==> src/hw/rtl/spc_pkg.sv <==
package spc_pkg;

    // Field widths
    localparam int COORD_WIDTH = 16;
    localparam int COUNT_WIDTH = 10;
    localparam int ID_WIDTH    = 12;
    localparam int JOIN_WIDTH  = 16;

    // Derived datapath widths
    localparam int SUM_WIDTH  = COORD_WIDTH + COUNT_WIDTH;
    localparam int MUL_WIDTH  = (COORD_WIDTH > JOIN_WIDTH) ? COORD_WIDTH : JOIN_WIDTH;
    localparam int SQ_WIDTH   = 2 * MUL_WIDTH;
    localparam int D2_WIDTH   = (SQ_WIDTH + 1 > 64) ? 64 : SQ_WIDTH + 1;
    localparam int ROOT_WIDTH = (D2_WIDTH + 1) / 2;
    localparam int WMM_WIDTH  = COORD_WIDTH + 1;

    // Shift/subtract unit sizing
    localparam int REM_WIDTH = (COUNT_WIDTH + 1 > ROOT_WIDTH + 2) ?
                               COUNT_WIDTH + 1 : ROOT_WIDTH + 2;
    localparam int SRC_WIDTH = (SUM_WIDTH > 2 * ROOT_WIDTH) ? SUM_WIDTH : 2 * ROOT_WIDTH;
    localparam int ITER_MAX  = (SUM_WIDTH > ROOT_WIDTH) ? SUM_WIDTH : ROOT_WIDTH;
    localparam int ITER_CNT_WIDTH = $clog2(ITER_MAX + 1);

    // Stream and configuration port widths
    localparam int IN_DATA_WIDTH   = ((2 * COORD_WIDTH) + 7) / 8 * 8;
    localparam int OUT_FIELD_WIDTH = ID_WIDTH + 2 * COORD_WIDTH + WMM_WIDTH;
    localparam int OUT_DATA_WIDTH  = (OUT_FIELD_WIDTH + 7) / 8 * 8;
    localparam int CFG_DATA_WIDTH  = (JOIN_WIDTH > COUNT_WIDTH) ? JOIN_WIDTH : COUNT_WIDTH;
    localparam int CFG_INDEX_WIDTH = 2;

    // Register indexes
    localparam logic [CFG_INDEX_WIDTH-1:0] REG_JOIN_DISTANCE = 2'd0;
    localparam logic [CFG_INDEX_WIDTH-1:0] REG_MIN_POINTS    = 2'd1;
    localparam logic [CFG_INDEX_WIDTH-1:0] REG_MAX_POINTS    = 2'd2;

    // Reset values and limits
    localparam logic [JOIN_WIDTH-1:0]  JOIN_RESET = JOIN_WIDTH'(600);
    localparam logic [COUNT_WIDTH-1:0] MIN_RESET  = COUNT_WIDTH'(3);
    localparam logic [COUNT_WIDTH-1:0] MAX_RESET  = COUNT_WIDTH'(35);
    localparam logic [COUNT_WIDTH-1:0] COUNT_MAX  = '1;
    localparam logic [ID_WIDTH-1:0]    ID_MAX     = '1;

    typedef enum logic
    {
        MODE_DIV,
        MODE_SQRT
    } iter_mode_t;

    typedef struct packed
    {
        logic busy;
        logic done;
    } iter_status_t;

endpackage

==> src/hw/rtl/spc_sqr.sv <==
module spc_sqr
(
    input  logic                                 clk,
    input  logic                                 use_join,
    input  logic signed [spc_pkg::COORD_WIDTH-1:0] a,
    input  logic signed [spc_pkg::COORD_WIDTH-1:0] b,
    input  logic [spc_pkg::JOIN_WIDTH-1:0]       join_dist,
    output logic [spc_pkg::SQ_WIDTH-1:0]         prod
);
    import spc_pkg::*;

    logic [COORD_WIDTH:0]   diff;
    logic [COORD_WIDTH:0]   diff_neg;
    logic [MUL_WIDTH-1:0]   mag_next;
    logic [MUL_WIDTH-1:0]   mag_reg;
    logic [SQ_WIDTH-1:0]    prod_reg;

    // Magnitude of the coordinate difference, or the join distance
    always_comb
    begin
        diff     = {a[COORD_WIDTH-1], a} - {b[COORD_WIDTH-1], b};
        diff_neg = (COORD_WIDTH+1)'(0) - diff;
        if (use_join)
        begin
            mag_next = MUL_WIDTH'(join_dist);
        end
        else if (diff[COORD_WIDTH])
        begin
            mag_next = MUL_WIDTH'(diff_neg[COORD_WIDTH-1:0]);
        end
        else
        begin
            mag_next = MUL_WIDTH'(diff[COORD_WIDTH-1:0]);
        end
    end

    // Two-stage pipe: magnitude, then square
    always_ff @(posedge clk)
    begin
        mag_reg  <= mag_next;
        prod_reg <= mag_reg * mag_reg;
    end

    assign prod = prod_reg;

endmodule

==> src/hw/rtl/spc_iter.sv <==
module spc_iter
(
    input  logic                              clk,
    input  logic                              rst_n,
    input  logic                              start,
    input  spc_pkg::iter_mode_t               mode,
    input  logic [spc_pkg::SRC_WIDTH-1:0]     operand,
    input  logic [spc_pkg::COUNT_WIDTH-1:0]   divisor,
    output spc_pkg::iter_status_t             status,
    output logic [spc_pkg::SRC_WIDTH-1:0]     result
);
    import spc_pkg::*;

    localparam int SHIFT_DIV  = SRC_WIDTH - SUM_WIDTH;
    localparam int SHIFT_SQRT = SRC_WIDTH - 2 * ROOT_WIDTH;

    iter_mode_t                 mode_reg;
    logic [COUNT_WIDTH-1:0]     div_reg;
    logic [SRC_WIDTH-1:0]       src_reg;
    logic [REM_WIDTH-1:0]       rem_reg;
    logic [SRC_WIDTH-1:0]       acc_reg;
    logic [ITER_CNT_WIDTH-1:0]  cnt_reg;
    logic                       busy_reg;
    logic                       done_reg;

    logic [REM_WIDTH-1:0]       shifted;
    logic [REM_WIDTH-1:0]       trial;
    logic [REM_WIDTH:0]         diff;
    logic                       ge;

    // One restoring step: a quotient bit or a root bit
    always_comb
    begin
        if (mode_reg == MODE_DIV)
        begin
            shifted = {rem_reg[REM_WIDTH-2:0], src_reg[SRC_WIDTH-1]};
            trial   = REM_WIDTH'(div_reg);
        end
        else
        begin
            shifted = {rem_reg[REM_WIDTH-3:0], src_reg[SRC_WIDTH-1 -: 2]};
            trial   = {acc_reg[REM_WIDTH-3:0], 2'b01};
        end
        diff = {1'b0, shifted} - {1'b0, trial};
        ge   = ~diff[REM_WIDTH];
    end

    always_ff @(posedge clk or negedge rst_n)
    begin
        if (!rst_n)
        begin
            busy_reg <= 1'b0;
            done_reg <= 1'b0;
            cnt_reg  <= '0;
        end
        else if (start)
        begin
            busy_reg <= 1'b1;
            done_reg <= 1'b0;
            cnt_reg  <= (mode == MODE_DIV) ? ITER_CNT_WIDTH'(SUM_WIDTH)
                                           : ITER_CNT_WIDTH'(ROOT_WIDTH);
        end
        else if (busy_reg)
        begin
            cnt_reg <= cnt_reg - 1'b1;
            if (cnt_reg == ITER_CNT_WIDTH'(1))
            begin
                busy_reg <= 1'b0;
                done_reg <= 1'b1;
            end
        end
        else
        begin
            done_reg <= 1'b0;
        end
    end

    always_ff @(posedge clk)
    begin
        if (start)
        begin
            mode_reg <= mode;
            div_reg  <= divisor;
            rem_reg  <= '0;
            acc_reg  <= '0;
            src_reg  <= (mode == MODE_DIV) ? (operand << SHIFT_DIV) : (operand << SHIFT_SQRT);
        end
        else if (busy_reg)
        begin
            rem_reg <= ge ? diff[REM_WIDTH-1:0] : shifted;
            acc_reg <= {acc_reg[SRC_WIDTH-2:0], ge};
            src_reg <= (mode_reg == MODE_DIV) ? (src_reg << 1) : (src_reg << 2);
        end
    end

    assign status.busy = busy_reg;
    assign status.done = done_reg;
    assign result      = acc_reg;

endmodule

==> src/hw/rtl/scan_point_clusterer.sv <==
// Scan point clusterer: jump-distance segmentation of a laser scan.
// A point that reports nothing holds s_tready low from its transaction until the sequencer is
// back in S_IDLE, so the block takes no new point while one is in flight. Each reported cluster
// adds the width terms through the squaring pipe, then two divisions and one square root on the
// shared shift/subtract unit (one bit a cycle), plus any wait for the output register to drain.
// Scan end also passes through S_CLEAR; at most two results a point. Reset (rst_n, async,
// low): registers to 600/3/35, no open cluster, next id 1.
module scan_point_clusterer
(
    input  logic                                   clk,
    input  logic                                   rst_n,
    // configuration write port
    input  logic                                   cfg_we,
    input  logic [spc_pkg::CFG_INDEX_WIDTH-1:0]    cfg_index,
    input  logic [spc_pkg::CFG_DATA_WIDTH-1:0]     cfg_data,
    // point stream in
    input  logic                                   s_tvalid,
    output logic                                   s_tready,
    input  logic [spc_pkg::IN_DATA_WIDTH-1:0]      s_tdata,  // point_x, point_y
    input  logic                                   s_tlast,  // scan_end
    // cluster stream out
    output logic                                   m_tvalid,
    input  logic                                   m_tready,
    output logic [spc_pkg::OUT_DATA_WIDTH-1:0]     m_tdata,  // obstacle_id, center_x, center_y,
                                                             // width_mm, zero pad
    output logic                                   m_tlast   // last_of_run
);
    import spc_pkg::*;

    typedef enum logic [4:0]
    {
        S_IDLE,
        S_LIM,
        S_DX,
        S_DY,
        S_PX,
        S_PY,
        S_DECIDE,
        S_WX,
        S_WY,
        S_WPX,
        S_WPY,
        S_DIVX,
        S_DIVY,
        S_SQRT,
        S_EMIT,
        S_UPDATE,
        S_CLEAR
    } state_t;

    state_t state_reg;

    // Configuration registers
    logic [JOIN_WIDTH-1:0]  join_reg;
    logic [COUNT_WIDTH-1:0] min_reg;
    logic [COUNT_WIDTH-1:0] max_reg;

    // Latched input point
    logic signed [COORD_WIDTH-1:0] in_x_reg;
    logic signed [COORD_WIDTH-1:0] in_y_reg;
    logic                          in_end_reg;

    // Open cluster
    logic                          open_reg;
    logic [COUNT_WIDTH-1:0]        count_reg;
    logic signed [SUM_WIDTH-1:0]   sum_x_reg;
    logic signed [SUM_WIDTH-1:0]   sum_y_reg;
    logic signed [COORD_WIDTH-1:0] first_x_reg;
    logic signed [COORD_WIDTH-1:0] first_y_reg;
    logic signed [COORD_WIDTH-1:0] prev_x_reg;
    logic signed [COORD_WIDTH-1:0] prev_y_reg;
    logic [ID_WIDTH-1:0]           next_id_reg;

    // Per-point working registers
    logic [SQ_WIDTH-1:0]    lim_reg;
    logic [SQ_WIDTH-1:0]    sq_reg;
    logic [D2_WIDTH-1:0]    d2_reg;
    logic                   join_flag_reg;
    logic                   q2_reg;
    logic                   phase_reg;
    logic                   last_reg;
    logic [COORD_WIDTH-1:0] qx_reg;
    logic [COORD_WIDTH-1:0] qy_reg;

    // Output register
    logic                   out_valid_reg;
    logic [ID_WIDTH-1:0]    out_id_reg;
    logic [COORD_WIDTH-1:0] out_cx_reg;
    logic [COORD_WIDTH-1:0] out_cy_reg;
    logic [WMM_WIDTH-1:0]   out_w_reg;
    logic                   out_last_reg;

    // Squaring pipe
    logic                          sqr_use_join;
    logic signed [COORD_WIDTH-1:0] sqr_a;
    logic signed [COORD_WIDTH-1:0] sqr_b;
    logic [SQ_WIDTH-1:0]           prod;

    // Shift/subtract unit
    logic                   iter_start;
    iter_mode_t             iter_mode;
    logic [SRC_WIDTH-1:0]   iter_operand;
    iter_status_t           iter_st;
    logic [SRC_WIDTH-1:0]   iter_result;

    // Combinational helpers
    logic [SQ_WIDTH:0]      d2_sum;
    logic [D2_WIDTH-1:0]    d2_sat;
    logic                   join_now;
    logic [COUNT_WIDTH-1:0] count_inc;
    logic [COUNT_WIDTH-1:0] count_after;
    logic                   q1;
    logic                   q2;
    logic                   out_free;
    logic [SUM_WIDTH-1:0]   mag_x;
    logic [SUM_WIDTH-1:0]   mag_y;
    logic                   quot_neg;
    logic [SUM_WIDTH-1:0]   quot;
    logic [SUM_WIDTH-1:0]   quot_signed;
    logic [COORD_WIDTH-1:0] centre;

    spc_sqr u_sqr
    (
        .clk       (clk),
        .use_join  (sqr_use_join),
        .a         (sqr_a),
        .b         (sqr_b),
        .join_dist (join_reg),
        .prod      (prod)
    );

    spc_iter u_iter
    (
        .clk     (clk),
        .rst_n   (rst_n),
        .start   (iter_start),
        .mode    (iter_mode),
        .operand (iter_operand),
        .divisor (count_reg),
        .status  (iter_st),
        .result  (iter_result)
    );

    // Steer the squaring pipe. A product comes out of the magnitude and square registers after its
    // operands are issued, so issue and pick-up states are paired below.
    always_comb
    begin
        sqr_use_join = 1'b0;
        sqr_a        = prev_x_reg;
        sqr_b        = in_x_reg;
        case (state_reg)
            S_LIM:
            begin
                sqr_use_join = 1'b1;
            end
            S_DY:
            begin
                sqr_a = prev_y_reg;
                sqr_b = in_y_reg;
            end
            S_WX:
            begin
                sqr_a = first_x_reg;
                sqr_b = prev_x_reg;
            end
            S_WY:
            begin
                sqr_a = first_y_reg;
                sqr_b = prev_y_reg;
            end
            default:
            begin
                sqr_a = prev_x_reg;
                sqr_b = in_x_reg;
            end
        endcase
    end

    // Squared distance: sum of the two squares, saturated to 64 bits when
    // the coordinates are wide enough to overflow it
    always_comb
    begin
        d2_sum = (SQ_WIDTH+1)'(sq_reg) + (SQ_WIDTH+1)'(prod);
        if ((d2_sum >> D2_WIDTH) != '0)
        begin
            d2_sat = '1;
        end
        else
        begin
            d2_sat = d2_sum[D2_WIDTH-1:0];
        end
        join_now = open_reg && ((SQ_WIDTH+1)'(d2_sat) <= (SQ_WIDTH+1)'(lim_reg));
    end

    // Cluster verdicts: q1 for the cluster this point closes, q2 for the
    // cluster the end-of-scan mark closes after this point is taken in
    always_comb
    begin
        count_inc   = (count_reg < COUNT_MAX) ? (count_reg + 1'b1) : count_reg;
        count_after = join_flag_reg ? count_inc : COUNT_WIDTH'(1);
        q1          = !join_flag_reg && open_reg &&
                      (count_reg > min_reg) && (count_reg < max_reg);
        q2          = in_end_reg && (count_after > min_reg) && (count_after < max_reg);
        out_free    = !out_valid_reg || m_tready;
    end

    // Sum magnitudes into the divider, and the sign put back on the quotient
    always_comb
    begin
        mag_x       = sum_x_reg[SUM_WIDTH-1] ? (SUM_WIDTH'(0) - sum_x_reg) : sum_x_reg;
        mag_y       = sum_y_reg[SUM_WIDTH-1] ? (SUM_WIDTH'(0) - sum_y_reg) : sum_y_reg;
        quot_neg    = (state_reg == S_DIVX) ? sum_x_reg[SUM_WIDTH-1] : sum_y_reg[SUM_WIDTH-1];
        quot        = iter_result[SUM_WIDTH-1:0];
        quot_signed = quot_neg ? (SUM_WIDTH'(0) - quot) : quot;
        centre      = quot_signed[COORD_WIDTH-1:0];
    end

    // Shift/subtract unit requests: x division, y division, then the root
    always_comb
    begin
        iter_start   = 1'b0;
        iter_mode    = MODE_DIV;
        iter_operand = SRC_WIDTH'(mag_x);
        case (state_reg)
            S_WPY:
            begin
                iter_start = 1'b1;
            end
            S_DIVX:
            begin
                iter_start   = iter_st.done;
                iter_operand = SRC_WIDTH'(mag_y);
            end
            S_DIVY:
            begin
                iter_start   = iter_st.done;
                iter_mode    = MODE_SQRT;
                iter_operand = SRC_WIDTH'(d2_reg);
            end
            default:
            begin
                iter_start = 1'b0;
            end
        endcase
    end

    // Configuration writes; an index beyond the list is dropped
    always_ff @(posedge clk or negedge rst_n)
    begin
        if (!rst_n)
        begin
            join_reg <= JOIN_RESET;
            min_reg  <= MIN_RESET;
            max_reg  <= MAX_RESET;
        end
        else if (cfg_we)
        begin
            unique case (cfg_index)
                REG_JOIN_DISTANCE: join_reg <= cfg_data[JOIN_WIDTH-1:0];
                REG_MIN_POINTS:    min_reg  <= cfg_data[COUNT_WIDTH-1:0];
                REG_MAX_POINTS:    max_reg  <= cfg_data[COUNT_WIDTH-1:0];
                default:           ;
            endcase
        end
    end

    // Sequencer, cluster state and output register
    always_ff @(posedge clk or negedge rst_n)
    begin
        if (!rst_n)
        begin
            state_reg     <= S_IDLE;
            open_reg      <= 1'b0;
            count_reg     <= '0;
            sum_x_reg     <= '0;
            sum_y_reg     <= '0;
            first_x_reg   <= '0;
            first_y_reg   <= '0;
            prev_x_reg    <= '0;
            prev_y_reg    <= '0;
            next_id_reg   <= ID_WIDTH'(1);
            out_valid_reg <= 1'b0;
            join_flag_reg <= 1'b0;
            q2_reg        <= 1'b0;
            phase_reg     <= 1'b0;
            last_reg      <= 1'b0;
            in_end_reg    <= 1'b0;
        end
        else
        begin
            // Drop the result once the downstream side takes it; in S_EMIT the
            // load below decides the valid flag instead
            if (out_valid_reg && m_tready && (state_reg != S_EMIT))
            begin
                out_valid_reg <= 1'b0;
            end

            unique case (state_reg)
                S_IDLE:
                begin
                    if (s_tvalid)
                    begin
                        in_x_reg   <= s_tdata[COORD_WIDTH-1:0];
                        in_y_reg   <= s_tdata[2*COORD_WIDTH-1:COORD_WIDTH];
                        in_end_reg <= s_tlast;
                        state_reg  <= S_LIM;
                    end
                end
                S_LIM:
                begin
                    state_reg <= S_DX;
                end
                S_DX:
                begin
                    state_reg <= S_DY;
                end
                S_DY:
                begin
                    lim_reg   <= prod;
                    state_reg <= S_PX;
                end
                S_PX:
                begin
                    sq_reg    <= prod;
                    state_reg <= S_PY;
                end
                S_PY:
                begin
                    join_flag_reg <= join_now;
                    state_reg     <= S_DECIDE;
                end
                S_DECIDE:
                begin
                    q2_reg <= q2;
                    if (q1)
                    begin
                        // Report the closing cluster before the point overwrites it
                        phase_reg <= 1'b0;
                        last_reg  <= !q2;
                        state_reg <= S_WX;
                    end
                    else
                    begin
                        state_reg <= S_UPDATE;
                    end
                end
                S_WX:
                begin
                    state_reg <= S_WY;
                end
                S_WY:
                begin
                    state_reg <= S_WPX;
                end
                S_WPX:
                begin
                    sq_reg    <= prod;
                    state_reg <= S_WPY;
                end
                S_WPY:
                begin
                    d2_reg    <= d2_sat;
                    state_reg <= S_DIVX;
                end
                S_DIVX:
                begin
                    if (iter_st.done)
                    begin
                        qx_reg    <= centre;
                        state_reg <= S_DIVY;
                    end
                end
                S_DIVY:
                begin
                    if (iter_st.done)
                    begin
                        qy_reg    <= centre;
                        state_reg <= S_SQRT;
                    end
                end
                S_SQRT:
                begin
                    if (iter_st.done)
                    begin
                        state_reg <= S_EMIT;
                    end
                end
                S_EMIT:
                begin
                    // Hold until the output register is free; the root stays
                    // on the unit's result until its next start
                    if (out_free)
                    begin
                        out_valid_reg <= 1'b1;
                        out_id_reg    <= next_id_reg;
                        out_cx_reg    <= qx_reg;
                        out_cy_reg    <= qy_reg;
                        out_w_reg     <= iter_result[WMM_WIDTH-1:0];
                        out_last_reg  <= last_reg;
                        next_id_reg   <= (next_id_reg == ID_MAX) ? ID_WIDTH'(1)
                                                                 : next_id_reg + 1'b1;
                        state_reg     <= phase_reg ? S_CLEAR : S_UPDATE;
                    end
                end
                S_UPDATE:
                begin
                    if (join_flag_reg)
                    begin
                        // Saturated count: the point still moves prev, not the sums
                        if (count_reg < COUNT_MAX)
                        begin
                            count_reg <= count_inc;
                            sum_x_reg <= sum_x_reg + SUM_WIDTH'(in_x_reg);
                            sum_y_reg <= sum_y_reg + SUM_WIDTH'(in_y_reg);
                        end
                    end
                    else
                    begin
                        open_reg    <= 1'b1;
                        count_reg   <= COUNT_WIDTH'(1);
                        sum_x_reg   <= SUM_WIDTH'(in_x_reg);
                        sum_y_reg   <= SUM_WIDTH'(in_y_reg);
                        first_x_reg <= in_x_reg;
                        first_y_reg <= in_y_reg;
                    end
                    prev_x_reg <= in_x_reg;
                    prev_y_reg <= in_y_reg;

                    if (!in_end_reg)
                    begin
                        state_reg <= S_IDLE;
                    end
                    else if (q2_reg)
                    begin
                        // Scan end: report the cluster this point leaves open
                        phase_reg <= 1'b1;
                        last_reg  <= 1'b1;
                        state_reg <= S_WX;
                    end
                    else
                    begin
                        state_reg <= S_CLEAR;
                    end
                end
                S_CLEAR:
                begin
                    open_reg    <= 1'b0;
                    count_reg   <= '0;
                    sum_x_reg   <= '0;
                    sum_y_reg   <= '0;
                    first_x_reg <= '0;
                    first_y_reg <= '0;
                    prev_x_reg  <= '0;
                    prev_y_reg  <= '0;
                    next_id_reg <= ID_WIDTH'(1);
                    state_reg   <= S_IDLE;
                end
                default:
                begin
                    state_reg <= S_IDLE;
                end
            endcase
        end
    end

    assign s_tready = (state_reg == S_IDLE);
    assign m_tvalid = out_valid_reg;
    assign m_tlast  = out_last_reg;
    assign m_tdata  = OUT_DATA_WIDTH'({out_w_reg, out_cy_reg, out_cx_reg, out_id_reg});

    // The shared unit is never restarted in the middle of a computation
    a_start_when_free: assert property (@(posedge clk) disable iff (!rst_n)
        iter_start |-> !iter_st.busy)
        else $error("shift/subtract unit started while busy");

    // A new point is only taken once the shared unit has gone quiet
    a_ready_unit_quiet: assert property (@(posedge clk) disable iff (!rst_n)
        s_tready |-> !iter_st.busy)
        else $error("input ready while shift/subtract unit busy");

    // A result loaded from the sequencer shows up with a non-zero id
    a_emit_loads: assert property (@(posedge clk) disable iff (!rst_n)
        (state_reg == S_EMIT && out_free) |=> (m_tvalid && m_tdata[ID_WIDTH-1:0] != '0))
        else $error("emitted cluster missing or with id zero");

endmodule

==> config.mk <==
export PLATFORM = sky130hd
export DESIGN_NAME = scan_point_clusterer
export DESIGN_NICKNAME = d
export VERILOG_FILES = /design/src/hw/rtl/spc_pkg.sv /design/src/hw/rtl/spc_sqr.sv /design/src/hw/rtl/spc_iter.sv /design/src/hw/rtl/scan_point_clusterer.sv
export SDC_FILE = /design/constraint.sdc
export NUM_CORES = 2
export LEC_CHECK = 0
export ABC_AREA = 0
export CAP_MARGIN = 20
export CORE_MARGIN = 3
export CORE_UTILIZATION = 40
export DETAILED_ROUTE_END_ITERATION = 8
export DONT_BUFFER_PORTS = 1
export GPL_TIMING_DRIVEN = 1
export PLACE_DENSITY_LB_ADDON = 0.1
export SLEW_MARGIN = 20
export SYNTH_ARGS = -nofsm -noshare
export SYNTH_HDL_FRONTEND = slang
export SYNTH_HIERARCHICAL = 1
export SYNTH_SLANG_ARGS = --single-unit
==> constraint.sdc <==
create_clock -name clk -period 6.94 [get_ports clk]
set_input_delay 2.082 -clock clk [delete_from_list [all_inputs] [get_ports clk]]
set_output_delay 2.082 -clock clk [all_outputs]
set_load 0.03 [all_outputs]
== Yosys cells after proc, flatten, opt, wreduce, memory -nomap -nowiden ==
Cells that the tools add are included.

* Bits in registers: 544
* Output and inout port bits: 67
* Logic and storage cells: 198

* Add/sub/neg operators: 12
* Multipliers: 1
* Magnitude comparators: 6
* Equality and inequality tests: 32
* Mux-type cells: 69
* Bitwise logic cells: 1
* Reductions and logical operators: 36

{| class="wikitable"
|+ Operator list
! kind !! count
|-
| $mux W26 || 6
|-
| $mux W34 || 4
|-
| $pmux W16 S2 || 4
|-
| $pmux W26 S2 || 2
|-
| $pmux W16 S3 || 2
|-
| $mux W16 || 5
|-
| $pmux W5 S16 || 1
|-
| $pmux W33 S2 || 1
|-
| $add A26 B16 Y26 || 2
|-
| $sub A1 B26 Y26 const A || 2
|-
| $mux W5 || 10
|-
| $eq A5 B4 Y1 const B || 8
|-
| $mux W10 || 4
|-
| $mux W19 || 2
|-
| $add A32 B32 Y33 || 1
|-
| $le A33 B32 Y1 || 1
|-
| $mul A16 B16 Y32 || 1
|-
| $sub A1 B16 Y16 const A || 2
|-
| $mux W12 || 2
|-
| $pmux W12 S2 || 1
|-
| $eq A5 B3 Y1 const B || 4
|-
| $gt A10 B10 Y1 || 2
|-
| $lt A10 B10 Y1 || 2
|-
| $pmux W10 S2 || 1
|-
| 32 further kinds || 87
|}

== Logic depth before layout (Yosys ltp) ==
* Depth after elaboration: 9
* Depth in mapped cells: 25
* Gate-level depth less buffers: 23

== By module ==
The synthesis kept the hierarchy.

{| class="wikitable"
|+ Modules (own cells, without submodules)
! module !! instances !! cells an instance !! area each (sq um) !! sequential area each (sq um)
|-
| scan_point_clusterer || 1 || 2249 || 23154.7 || 11363.4
|-
| spc_sqr || 1 || 1097 || 9681.8 || 940.9
|-
| spc_iter || 1 || 640 || 6301.0 || 2567.5
|}

== Worst setup path before layout ==
OpenSTA, ideal clock, no wires.

* Path kind: flip-flop to flip-flop
* Start: reg u_sqr.mag_reg[2]
* End: reg u_sqr.prod_reg[29] (netlist: u_sqr/prod[29])
* Setup time: 0.122 ns
* Arrival time: 6.278 ns
* Slack: 0.540 ns
* Cell stages (with the launch flop): 25
* Path buffers: 1
* Path through: dfxtp_1 > clkbuf_1 > nand2_1 > inv_1 > fa_1 > inv_1 > fa_1 > inv_1 > fa_1 > inv_1 > fa_1 > inv_1 > fa_1 > inv_1 > fa_1 > inv_1 > ha_1 > and4_1 > and3_1 > o311ai_1 > a211oi_1 > a2111oi_1 > o31a_1 > nor4b_1 > a311o_1

* Word-level cells in the longest chain between the ends: 1

{| class="wikitable"
|+ Ends and longest elaborated chain
! element !! line !! source
|-
| from (decl) || spc_sqr.sv:15 || <nowiki>logic [MUL_WIDTH-1:0] mag_reg;</nowiki>
|-
| from (signal assigned) || spc_sqr.sv:40 || <nowiki>mag_reg <= mag_next;</nowiki>
|-
| $mul A16 B16 Y32 || spc_sqr.sv:41 || <nowiki>prod_reg <= mag_reg * mag_reg;</nowiki>
|-
| to (signal assigned) || spc_sqr.sv:41 ||
|-
| to (decl) || spc_sqr.sv:16 || <nowiki>logic [SQ_WIDTH-1:0] prod_reg;</nowiki>
|}

No other way between the ends.
A chain may end at the register's enable or synchronous reset.

== Worst setup path after layout ==
Ends and elaborated chain as after synthesis.

==> impl_results.md <==
* Status: complete, no violations
* Placer Congestion at 0.8651
* Top achievable clock speed at 151.3 MHz
* Reg-to-reg endpoint: u_sqr/prod[29]$_DFF_P_
* Detailed placement HPWL at between 80 and 90 mm
* Vias per cell at approximately 5.5
* Largest net degree at the start of global routing at 200
* GR Util All Layers at a little over a fifth
* CP Depth at 24
* Postcts setup bufs at 0
* DRC at 0
* CTS root buffer: clkbuf_16
* Family with the most delay on the worst path: adder cells
* Chip Height at 316.5 um
* RR Startpoint: u_sqr/mag_reg[2]$_DFF_P_
* Final Hold Violating Endpoints at 0
* Core area at 0.09529 mm^2
* Post-CTS Hold Buffers at 0
* Worst setup path end: u_sqr/prod[29]$_DFF_P_
* Avg Inst Size Synth at 9.801 um^2
* CTS Sinks at 543
* Ports at 123
* Worst path required time at 7.42 ns
* Skew final at roughly 0.03 ns
* Post-cts sizing count at 0
* Routed WL per cell at roughly 21 um
* Max-slew violation count at 0
* Worst-Margin Slew at about 1.1 ns
* Maxcap violations at 0
* Row count at 113
* Synth-to-layout area growth at 9.586%
* R2R setup slack at 0.33 ns
* CP arrival at 7.09 ns
* DIE AREA at 0.1002 mm^2
* Routed Antenna Nets at 0
* Cell Area, Synth at 0.03856 mm^2
* Clock tree buffer depth at 3
* Via count at 28,780
* Endpoints failing setup at 0
* Die W at 316.5 um
* Minimum clock period at 6.608 ns
* Routed Wire Length at ~110 mm
* Clock transition at the registers of the reported paths at about 0.060 ns
* Reg2reg path depth at 24
* Final Net Count at around 4,400
* CTS tree: done
* Yosys warns at 6
* 1st-pass router iterations at 8
* CP startpoint kind: flip-flop
* Largest register FFs at 34
* Starting density of the core at 40.46%
* Layout cells sized above 1 at ~8.4%
* WP buf/inv at 8
* Slew HR at 24.63%
* Grt ovf at 0
* Antenna violations before repair at 4
* Hold WC Path Type: reg -> reg
* Clock buffers created by TritonCTS at 67
* Kind of end point of the critical path: flip-flop
* CP Cell Sequence: nand2_1 > inv_1 > fa_1 > inv_1 > fa_1 > inv_1 > fa_1 > inv_1 > fa_1 > inv_1 > fa_1 > inv_1 > fa_1 > inv_1 > ha_1 > and4_1 > and3_1 > o311ai_1 > a211oi_1 > a2111oi_1 > buf_4 > o31a_1 > nor4b_1 > a311o_1
* Fin Hold WS at 0.4163 ns
* Worst skew pair latency at between 0.6 and 0.7 ns
* Cell count after synthesis at approximately 3,900
* IO buf count at 0
* Setup TNS at 0 ns
* Tcrit/Tclk final at between 90% and 100%
* Number of global-route vias before repair at 28,150
* Highest net fanout along the worst path at 6
* Origin of the worst setup path: u_sqr/mag_reg[2]$_DFF_P_
* Max incr delay on CP at between 0.5 and 0.6 ns
* First-pass GRT wire length at 169.8 mm
* Htree depth at 3
* CP max-delay cell: fa_1
* Worst Setup Path Type: reg -> reg
* 1st-iter DRT viols at 2,145
* Most used cell, CP: inv_1
* Unrepaired setup endpoints after global routing: no
## worst min path at each step
stage | to | startpoint | cells after the start | slack [ns]
3_3_place_gp | out_cy_reg[0]$_DFFE_PP_ | qy_reg[0]$_DFFE_PP_ | 0 | 0.40
2_1_floorplan | out_cx_reg[0]$_DFFE_PP_ | qx_reg[0]$_DFFE_PP_ | 0 | 0.40
3_5_place_dp | out_cx_reg[10]$_DFFE_PP_ | qx_reg[10]$_DFFE_PP_ | 0 | 0.40
5_1_grt | out_cy_reg[6]$_DFFE_PP_ | qy_reg[6]$_DFFE_PP_ | 0 | 0.43
6_report | out_cx_reg[13]$_DFFE_PP_ | qx_reg[13]$_DFFE_PP_ | 0 | 0.42
4_1_cts | out_cy_reg[0]$_DFFE_PP_ | qy_reg[0]$_DFFE_PP_ | 0 | 0.42
## area by class of cell
cell class              count  area (um^2)
well taps                1265         1583
diodes                      5        12.51
multi-input cells        2852        21990
clock inverters            29        301.5
clock buffers              95         1956
repair buffers             64        480.5
inverters                 372         1396
fillers                  9244        53040
flip-flops and latches    543        14530
## stage by stage
stage	std cells	cell area, um^2	setup WS [ns]	util [%]
floorplan	3937	38570	0.5405	-
global placement	5096	39970	0.4279	41.94
detailed placement	5096	39970	0.3596	41.95
CTS	5220	42230	0.3470	44.32
global route	5224	42250	0.01240	44.34
finish	5225	42250	0.3322	44.34
## placed cells by master, fill, tap and decap left out, drive strengths merged, types with 30 or more instances in the layout
cell type and count:
o31ai 31, inv 377, xnor2 95, o21ai 209, fa 167, mux2 71
dfxtp 82, nand3 96, nand4 34, and2 71, nor2 193, a21oi 261
nor3 64, dfrtp 183, nand2b 35, ha 292, and3 35, a211oi 58
a21o 70, nor2b 63, o211ai 30, edfxtp 268, xor2 91, nand2 432
clkbuf 95, a222oi 32, mux2i 89, buf 64
## metal layers
layer,vias to the layer above,GRT usage (%),wire (um)
met3,155,3.294,4949
met5,-,0,0
met2,658,34.44,48810
met1,14020,30.88,51610
li1,13950,-,-
met4,0,6.564,3402
Power is left out: the tool's default activity adds up to more than one toggle a clock period on the data nets, which glitch-free logic cannot reach.
